File: src/hw/rtl/mpsp_pkg.sv
// shared types and constants for the mesh packet stream parser
`default_nettype none

package mpsp_pkg;

    // byte position counter width and its saturation value
    localparam int POS_W = 17;
    localparam logic [POS_W-1:0] POS_MAX = {POS_W{1'b1}};

    // fixed layout offsets
    localparam logic [POS_W-1:0] POS_VERSION  = 17'd0;
    localparam logic [POS_W-1:0] POS_TYPE     = 17'd1;
    localparam logic [POS_W-1:0] POS_TTL      = 17'd2;
    localparam logic [POS_W-1:0] POS_TS_FIRST = 17'd3;
    localparam logic [POS_W-1:0] POS_TS_LAST  = 17'd10;
    localparam logic [POS_W-1:0] POS_FLAGS    = 17'd11;
    localparam logic [POS_W-1:0] POS_LEN_LAST = 17'd13;
    localparam logic [POS_W-1:0] FIXED_PART   = 17'd14;
    localparam logic [POS_W-1:0] ID_BYTES     = 17'd8;

    // header lengths without and with the recipient id
    localparam logic [POS_W-1:0] HDR_LEN_SHORT = FIXED_PART + ID_BYTES;
    localparam logic [POS_W-1:0] HDR_LEN_LONG  = FIXED_PART + ID_BYTES + ID_BYTES;

    // flags byte bit that marks a recipient id
    localparam int FLAG_RECIPIENT_BIT = 0;

    // status codes
    localparam logic STATUS_OK        = 1'b0;
    localparam logic STATUS_TOO_SHORT = 1'b1;

    typedef enum logic [1:0] {
        KIND_HEADER  = 2'd0,
        KIND_PAYLOAD = 2'd1,
        KIND_STATUS  = 2'd2
    } record_kind_t;

    // one result record
    typedef struct packed {
        record_kind_t kind;
        logic [7:0]   version;
        logic [7:0]   msg_type;
        logic [7:0]   ttl;
        logic [63:0]  timestamp;
        logic         dest_present;
        logic [15:0]  payload_length;
        logic [63:0]  src_addr;
        logic [63:0]  dest_addr;
        logic [7:0]   payload_byte;
        logic         status;
        logic         last_result;
    } rec_t;

    // records produced by one byte transfer, header or payload first
    typedef struct packed {
        logic data_v;
        logic stat_v;
        rec_t data_rec;
        rec_t stat_rec;
    } push_t;

endpackage

`default_nettype wire

File: src/hw/rtl/mesh_packet_stream_parser.sv
// top level of the mesh packet stream parser
// records of a byte are registered in the output queue before being offered
// throughput: one byte per cycle while record_ready is high and each byte
// yields at most one record; a byte that yields two (header or payload plus
// status) drops byte_ready until under two records sit in the 3-slot queue
// reset: asynchronous, clears the byte counter, header fields and queue count
`default_nettype none

module mesh_packet_stream_parser
    import mpsp_pkg::*;
#(
    parameter int MAX_PAYLOAD = 256
)
(
    input  wire logic        clk,
    input  wire logic        rst_n,
    input  wire logic        byte_valid,
    output logic             byte_ready,
    input  wire logic [7:0]  byte_value,
    input  wire logic        last_byte,
    output logic             record_valid,
    input  wire logic        record_ready,
    output logic [1:0]       record_kind,
    output logic [7:0]       version,
    output logic [7:0]       msg_type,
    output logic [7:0]       ttl,
    output logic [63:0]      timestamp,
    output logic             dest_present,
    output logic [15:0]      payload_length,
    output logic [63:0]      src_addr,
    output logic [63:0]      dest_addr,
    output logic [7:0]       payload_byte,
    output logic             status,
    output logic             last_result
);

    push_t push;
    rec_t  head;
    logic  take;

    assign take = byte_valid && byte_ready;

    // field parser
    mpsp_parser #(
        .MAX_PAYLOAD (MAX_PAYLOAD)
    ) u_parser (
        .clk        (clk),
        .rst_n      (rst_n),
        .take       (take),
        .byte_value (byte_value),
        .last_byte  (last_byte),
        .push       (push)
    );

    // result queue
    mpsp_out_queue u_queue (
        .clk        (clk),
        .rst_n      (rst_n),
        .push       (push),
        .space      (byte_ready),
        .head_valid (record_valid),
        .head_ready (record_ready),
        .head       (head)
    );

    // output fields
    assign record_kind    = head.kind;
    assign version        = head.version;
    assign msg_type       = head.msg_type;
    assign ttl            = head.ttl;
    assign timestamp      = head.timestamp;
    assign dest_present   = head.dest_present;
    assign payload_length = head.payload_length;
    assign src_addr       = head.src_addr;
    assign dest_addr      = head.dest_addr;
    assign payload_byte   = head.payload_byte;
    assign status         = head.status;
    assign last_result    = head.last_result;

endmodule

`default_nettype wire

File: src/hw/rtl/mpsp_parser.sv
// packet field parser: header registers, byte counter and record generation
`default_nettype none

module mpsp_parser
    import mpsp_pkg::*;
#(
    parameter int MAX_PAYLOAD = 256
)
(
    input  wire logic       clk,
    input  wire logic       rst_n,
    input  wire logic       take,
    input  wire logic [7:0] byte_value,
    input  wire logic       last_byte,
    output push_t           push
);

    localparam logic [POS_W-1:0] CAP = POS_W'(MAX_PAYLOAD);

    logic [POS_W-1:0] pos_reg;
    logic [7:0]       version_reg;
    logic [7:0]       type_reg;
    logic [7:0]       ttl_reg;
    logic [63:0]      timestamp_reg;
    logic             flag_reg;
    logic [15:0]      length_reg;
    logic [63:0]      sender_reg;
    logic [63:0]      recipient_reg;

    logic [POS_W-1:0] pos_next;
    logic [7:0]       version_next;
    logic [7:0]       type_next;
    logic [7:0]       ttl_next;
    logic [63:0]      timestamp_next;
    logic             flag_next;
    logic [15:0]      length_next;
    logic [63:0]      sender_next;
    logic [63:0]      recipient_next;

    logic [POS_W-1:0] hdr_len;
    logic [POS_W:0]   pos_plus1;
    logic [POS_W:0]   need;
    logic [POS_W-1:0] lim;
    logic [POS_W-1:0] pay_index;
    logic             in_body;
    logic             hdr_done;
    logic             pay_hit;

    // field capture for the byte at the current position
    always_comb
    begin
        version_next   = version_reg;
        type_next      = type_reg;
        ttl_next       = ttl_reg;
        timestamp_next = timestamp_reg;
        flag_next      = flag_reg;
        length_next    = length_reg;
        sender_next    = sender_reg;
        recipient_next = recipient_reg;
        if (pos_reg == POS_VERSION)
        begin
            version_next = byte_value;
        end
        else if (pos_reg == POS_TYPE)
        begin
            type_next = byte_value;
        end
        else if (pos_reg == POS_TTL)
        begin
            ttl_next = byte_value;
        end
        else if (pos_reg <= POS_TS_LAST)
        begin
            timestamp_next = {timestamp_reg[55:0], byte_value};
        end
        else if (pos_reg == POS_FLAGS)
        begin
            flag_next = byte_value[FLAG_RECIPIENT_BIT];
        end
        else if (pos_reg <= POS_LEN_LAST)
        begin
            length_next = {length_reg[7:0], byte_value};
        end
        else if (pos_reg < HDR_LEN_SHORT)
        begin
            sender_next = {sender_reg[55:0], byte_value};
        end
        else if (flag_reg && pos_reg < HDR_LEN_LONG)
        begin
            recipient_next = {recipient_reg[55:0], byte_value};
        end
    end

    // header end, payload window and length check
    always_comb
    begin
        hdr_len   = flag_next ? HDR_LEN_LONG : HDR_LEN_SHORT;
        pos_plus1 = {1'b0, pos_reg} + (POS_W+1)'(1);
        need      = {1'b0, hdr_len} + (POS_W+1)'(length_next);
        lim       = ({1'b0, length_next} < CAP) ? {1'b0, length_next} : CAP;
        pay_index = pos_reg - hdr_len;
        in_body   = (pos_reg >= FIXED_PART);
        hdr_done  = in_body && (pos_plus1 == {1'b0, hdr_len});
        pay_hit   = in_body && !hdr_done && (pos_reg >= hdr_len) && (pay_index < lim);
        pos_next  = (pos_reg == POS_MAX) ? pos_reg : pos_plus1[POS_W-1:0];
    end

    // record assembly
    always_comb
    begin
        push = '0;
        push.data_v = take && (hdr_done || pay_hit);
        push.stat_v = take && last_byte;
        if (hdr_done)
        begin
            push.data_rec.kind           = KIND_HEADER;
            push.data_rec.version        = version_next;
            push.data_rec.msg_type       = type_next;
            push.data_rec.ttl            = ttl_next;
            push.data_rec.timestamp      = timestamp_next;
            push.data_rec.dest_present   = flag_next;
            push.data_rec.payload_length = length_next;
            push.data_rec.src_addr       = sender_next;
            push.data_rec.dest_addr      = recipient_next;
        end
        else
        begin
            push.data_rec.kind         = KIND_PAYLOAD;
            push.data_rec.payload_byte = byte_value;
        end
        push.stat_rec.kind        = KIND_STATUS;
        push.stat_rec.status      = (pos_plus1 < need) ? STATUS_TOO_SHORT : STATUS_OK;
        push.stat_rec.last_result = 1'b1;
    end

    // parser state, cleared after the last byte of a packet
    always_ff @(posedge clk or negedge rst_n)
    begin
        if (!rst_n)
        begin
            pos_reg       <= '0;
            version_reg   <= '0;
            type_reg      <= '0;
            ttl_reg       <= '0;
            timestamp_reg <= '0;
            flag_reg      <= 1'b0;
            length_reg    <= '0;
            sender_reg    <= '0;
            recipient_reg <= '0;
        end
        else if (take)
        begin
            if (last_byte)
            begin
                pos_reg       <= '0;
                version_reg   <= '0;
                type_reg      <= '0;
                ttl_reg       <= '0;
                timestamp_reg <= '0;
                flag_reg      <= 1'b0;
                length_reg    <= '0;
                sender_reg    <= '0;
                recipient_reg <= '0;
            end
            else
            begin
                pos_reg       <= pos_next;
                version_reg   <= version_next;
                type_reg      <= type_next;
                ttl_reg       <= ttl_next;
                timestamp_reg <= timestamp_next;
                flag_reg      <= flag_next;
                length_reg    <= length_next;
                sender_reg    <= sender_next;
                recipient_reg <= recipient_next;
            end
        end
    end

endmodule

`default_nettype wire

File: src/hw/rtl/mpsp_out_queue.sv
// three-slot result queue taking up to two records per cycle
`default_nettype none

module mpsp_out_queue
    import mpsp_pkg::*;
(
    input  wire logic  clk,
    input  wire logic  rst_n,
    input  wire push_t push,
    output logic       space,
    output logic       head_valid,
    input  wire logic  head_ready,
    output rec_t       head
);

    localparam int DEPTH = 3;

    rec_t       slot_reg [DEPTH];
    rec_t       slot_next [DEPTH];
    logic [1:0] count_reg;
    logic [1:0] count_next;
    logic [1:0] cnt;
    logic       pop;
    logic       push_a;
    logic       push_b;
    rec_t       rec_a;

    assign head_valid = (count_reg != 2'd0);
    assign head       = slot_reg[0];
    assign space      = (count_reg < 2'd2);
    assign pop        = head_valid && head_ready;

    // compact the pushed records, data record ahead of status
    assign push_a = push.data_v || push.stat_v;
    assign push_b = push.data_v && push.stat_v;
    assign rec_a  = push.data_v ? push.data_rec : push.stat_rec;

    // shift out on transfer, then append new records
    always_comb
    begin
        for (int i = 0; i < DEPTH; i++)
        begin
            slot_next[i] = slot_reg[i];
        end
        cnt = count_reg;
        if (pop)
        begin
            for (int i = 0; i < DEPTH - 1; i++)
            begin
                slot_next[i] = slot_reg[i+1];
            end
            cnt = count_reg - 2'd1;
        end
        for (int i = 0; i < DEPTH; i++)
        begin
            if (push_a && cnt == 2'(i))
            begin
                slot_next[i] = rec_a;
            end
            if (push_b && 2'(cnt + 2'd1) == 2'(i))
            begin
                slot_next[i] = push.stat_rec;
            end
        end
        count_next = cnt + {1'b0, push_a} + {1'b0, push_b};
    end

    // occupancy
    always_ff @(posedge clk or negedge rst_n)
    begin
        if (!rst_n)
        begin
            count_reg <= 2'd0;
        end
        else
        begin
            count_reg <= count_next;
        end
    end

    // record slots
    always_ff @(posedge clk)
    begin
        for (int i = 0; i < DEPTH; i++)
        begin
            slot_reg[i] <= slot_next[i];
        end
    end

endmodule

`default_nettype wire

File: config.mk
export PLATFORM = sky130hd
export DESIGN_NAME = mesh_packet_stream_parser
export DESIGN_NICKNAME = d
export VERILOG_FILES = /design/src/hw/rtl/mpsp_pkg.sv /design/src/hw/rtl/mesh_packet_stream_parser.sv /design/src/hw/rtl/mpsp_parser.sv /design/src/hw/rtl/mpsp_out_queue.sv
export SDC_FILE = /design/constraint.sdc
export NUM_CORES = 2
export LEC_CHECK = 0
export BUFFER_PORTS_ARGS = -buffer_cell sky130_fd_sc_hd__buf_2
export CORE_MARGIN = 2
export CORE_UTILIZATION = 30
export DETAILED_ROUTE_END_ITERATION = 8
export PLACE_DENSITY = 0.48
export SETUP_SLACK_MARGIN = 0.5
export SLEW_MARGIN = 30
export SYNTH_ARGS = -nofsm -noshare
export SYNTH_HDL_FRONTEND = slang
export SYNTH_SLANG_ARGS = --single-unit
File: constraint.sdc
create_clock -name clk -period 7 [get_ports clk]
set_input_delay 0 -clock clk [delete_from_list [all_inputs] [get_ports clk]]
set_output_delay 0 -clock clk [all_outputs]
set_load 0.005 [all_outputs]
==> impl_summary.md <==
Status
The run finished with clean final reports.

Setup path
The signal on the critical path passes through inv_1 -> ha_1 -> nand2b_1 -> or3_1 -> nor2_1 -> mux2_2 -> inv_1 -> ha_1 -> and3_1 -> o21ai_0 -> nand2_1 -> nor4_2 -> xor2_1 -> ha_1 -> and3_1 -> nand3_1 -> or2_2 -> a2111oi_2 -> o21ai_1 -> o21ai_4 -> buf_12 -> buf_4 -> o21ai_0 -> a221oi_2. The critical path startpoint category is a flop. By instance count, the cell type seen most on the critical path is sky130_fd_sc_hd__ha_1.

The arrival time of the worst setup path is 6.77 ns. The type of the worst setup path is flop to flop. Among all stages on the critical path, the largest delay is contributed by sky130_fd_sc_hd__dfrtp_1. The terminus of the critical flop-to-flop path is u_queue.slot_reg[0][488]. The delay of the slowest critical-path stage is 0.48 ns.

The cell count of the worst reg-to-reg path is 24. At the worst endpoint, the required time is 7.66 ns. For flop-to-flop paths, the worst setup slack is 0.89 ns. The worst setup path is captured at a flop. The source of the worst register-to-register timing path is u_parser.pos_reg[1]. The maximum fanout count along the critical path is 27.

GRT
The first global-routing pass estimated 248000 um of wire. Entering global routing, the biggest net connects 159 pins. The total overflow left after global routing is 0. The number of global-route vias before repair is 39000. The number of antenna violations at the first check in global routing came to 4. Global routing used 18.7% of the available tracks.

Detailed routing
After detailed routing, the number of remaining DRC violations is 0. The per-cell routed wire length is 20.9 um. The detail route stage leaves a number of antenna-violating nets equal to 0.

The routed layout has 41300 vias. For this block, the initial DRC count from the detailed router was slightly above 3000. The pre-antenna-repair detailed-routing pass consisted of 5 iterations.

In the routed layout, each cell is associated on average with a via count of 5.22. For this block, the routed nets add up to ~170000 um of wire.

Placement
The number of port buffers is 259. The weighted congestion at the end of routability-driven global placement is 0.846. Summed over all nets, the half-perimeter wirelength after detailed placement is roughly 96000 um.

Floorplan
The initial cell density of the core is 30.2%. The floorplan has 148 rows. The number of I/O pins is 260.

The die covers around 0.17 mm^2. The height of the chip is 409 um. In this run the standard cell core region covers between 0.15 and 0.2 mm^2. The floorplan step set the die width to 409 um.

Yosys
The number of distinct library cells after synthesis is 78. The synthesized area per cell is 8.30 um^2. Of the post-synthesis cell area, the dominant cell type holds 29.7%. By area the synthesized netlist is led by sky130_fd_sc_hd__dfxtp_1 30%, sky130_fd_sc_hd__dfrtp_1 13%, sky130_fd_sc_hd__nand2_1 8.4%. The biggest area contributor in the post-synthesis netlist is sky130_fd_sc_hd__dfxtp_1. During synthesis, Yosys emitted a total of 0 warnings. Among all flip-flop cells after synthesis, the most frequent one is sky130_fd_sc_hd__dfxtp_1. The number of synthesized flops with an enable pin is 3. The share of flip-flops with an asynchronous set or reset after synthesis is roughly 26%.

The sequential fraction of the synthesis area is 42.7%. The synthesized design contains just under 1000 register bits. Synthesis handed over a netlist of 5916 instances. The mapped netlist covers ~0.049 mm^2.

Power and ir drop
The total net switching power is 7.04 mW. Net switching is 36.5% of the power. In this run the power density over the cells is about 350 mW/mm^2. The clock share of power is 31.3%. Summed over all cells, the static leakage comes to 24.4 nW.

The internal portion of the total power is 12.3 mW. The share of power burned in registers is 39.7%. Across the VDD grid, the largest voltage drop is 0.277 mV. In this run, the combinational gates consume 29.0% of the power.

STA
The relative max-transition margin is 28.9%. The number of hold violations in the final report is 0. Setup violations remaining at the end of the flow were counted as 0.

The transition time at the pin with the least slew margin is 1.07 ns. The worst-case clock skew is between 0.05 and 0.06 ns. Derived from the worst setup path, the maximum achievable clock frequency is 164 MHz. In the finished design, the share of the clock period the worst path needs comes to 87.3%. The smallest clock period supported by the final layout is computed as 6.11 ns.

The number of max-slew violations in the final report is 0. Setup repair after global routing could not meet its margin everywhere. Setup total negative slack on the finished layout was measured at 0 ns.

Hold path
The terminating pin of the worst hold path is u_parser.flag_reg. Along the worst hold path, the cell count comes to 4. The path class of the lowest-slack min-delay path is input pin to flop.

The startpoint of the lowest-slack hold path is byte_valid.

Layout
The most common cell after layout, fill and taps aside is sky130_fd_sc_hd__nand2_1. The final net count is 5706. The final standard cell utilization of the core is 33.5%. The count of fill cells added during filler insertion is 16900. The share of cells above drive strength 1 is 10.9%. The relative area change from synthesis to final layout is 11.1%.

The register with the most flip-flops in the layout has 732 of them. Leaving out fill and tap cells, the most frequent cells in the layout are 1104 x sky130_fd_sc_hd__nand2_1, 729 x sky130_fd_sc_hd__dfxtp_1, 434 x sky130_fd_sc_hd__nor2_1.

CTS
The CTS tree is done. The number of buffers created by CTS is 113. The later-pin clock latency in the skew report is 0.76 ns. The H-tree depth reported by CTS is 3. The clock passes through at most 3 buffers. The clock net in this run drives a total of 984 sinks. After clock tree synthesis, the clock-pin slew on the worst setup and hold paths is 0.06 ns. The cell at the root of the clock tree is sky130_fd_sc_hd__clkbuf_16.

Job
The max capacitance violation total is 0.
## worst max-delay path: cells and delay by family, from the launching register on
family | cells | cell delay (ns)
fa+ha+maj | 3 | 0.82
mux | 1 | 0.39
xor+xnor | 1 | 0.12
flops | 1 | 0.48
simple gates | 9 | 1.90
buf+inv | 4 | 0.80
compound gates | 6 | 1.50
## logic make-up (layout without fill, tap and decap cells)
group           after synthesis  in the layout  synth area share, %
simple gates               2117           2118                 18.2
compound gates             1520           1520                 20.1
flops                       984            984                 42.7
buf+inv                     801            623                 8.84
mux                         404            404                 8.26
fa+ha+maj                    45             45                 1.16
xor+xnor                     44             44                0.784
other cells                   1              8              0.00763
## worst max-delay path by stage
stage / start / to / slack (ns) / cells after the start
4_1_cts: u_parser.pos_reg[2] / u_queue.slot_reg[0][581] / 0.59 / 23
3_3_place_gp: u_parser.pos_reg[2] / u_queue.slot_reg[0][580] / 0.75 / 23
3_5_place_dp: u_parser.pos_reg[2] / u_queue.slot_reg[0][581] / 0.65 / 23
5_1_grt: u_parser.pos_reg[1] / u_queue.slot_reg[0][38] / 0.48 / 24
6_report: u_parser.pos_reg[1] / u_queue.slot_reg[0][488] / 0.89 / 24
2_1_floorplan: u_parser.pos_reg[2] / u_queue.slot_reg[0][1] / 1.44 / 27
## routing by layer
metal / wire [um] / GRT usage [%] / vias to the layer above / share of wire [%]
met1: 77400 / 26.1 / 20300 / 47
met3: 8520 / 2.86 / 181 / 5.2
met5: 0 / 0 / - / 0
met2: 76300 / 30.4 / 1037 / 46
li1: - / - / 19800 / -
met4: 3330 / 4.39 / 0 / 2.0
## layout make-up
cell class	count	area, um^2	share of cell area [%]
Antenna cell	1	2.50	0.00459
Inverter	20	75.1	0.138
Clock inverter	33	378	0.693
Multi-Input combinational cell	4138	24000	44.0
Sequential cell	984	21000	38.5
Tap cell	2175	2720	4.99
Clock buffer	179	3420	6.27
Timing Repair Buffer	391	2980	5.45
## cells in the mapped netlist (all sizes together), types with 28 or more instances
master     n
a31oi    152
a21boi    64
clkbuf   322
nor3     400
mux2i    393
a22oi    212
nand3     54
dfxtp    729
buf      459
a21oi    341
a21o     212
nor2     439
nand2   1104
o21ai    259
a32oi     28
ha        44
dfrtp    252
o21a     149
## through the flow
| stage | setup slack [ns] | hold slack [ns] | cells | power [mW] | area (um^2) |
|---|---|---|---|---|---|
| 6_report | 0.886 | 0.0747 | 7921 | 19.3 | 54600 |
| 3_5_place_dp | 0.655 | 0.164 | 7681 | 13.4 | 50300 |
| 3_3_place_gp | 0.746 | 0.161 | 7681 | 13.3 | 50300 |
| 2_1_floorplan | 1.44 | -0.296 | 5922 | 11.7 | 49100 |
| 5_1_grt | 0.483 | 0.0852 | 7920 | 20.4 | 54600 |
| 4_1_cts | 0.593 | 0.0415 | 7906 | 19.5 | 54200 |
## power groups by stage
stage	Clock (mW)	Combinational (mW)	Sequential [mW]
after floorplan	0	4.38	7.34
after global placement	0	5.50	7.76
after detailed placement	0	5.57	7.78
after CTS	6.21	5.60	7.67
after global routing	6.42	6.17	7.80
final	6.05	5.60	7.68
## what timing repair did
item / 4_1_cts / 5_1_grt
hold buffers: 13 / 0
endpoints found under the setup margin: 0 / 710
endpoints found under the hold margin: 238 / 0
gates resized for setup: 0 / 17
setup buffers: 0 / 7
(Power assumes the default switching activity.)
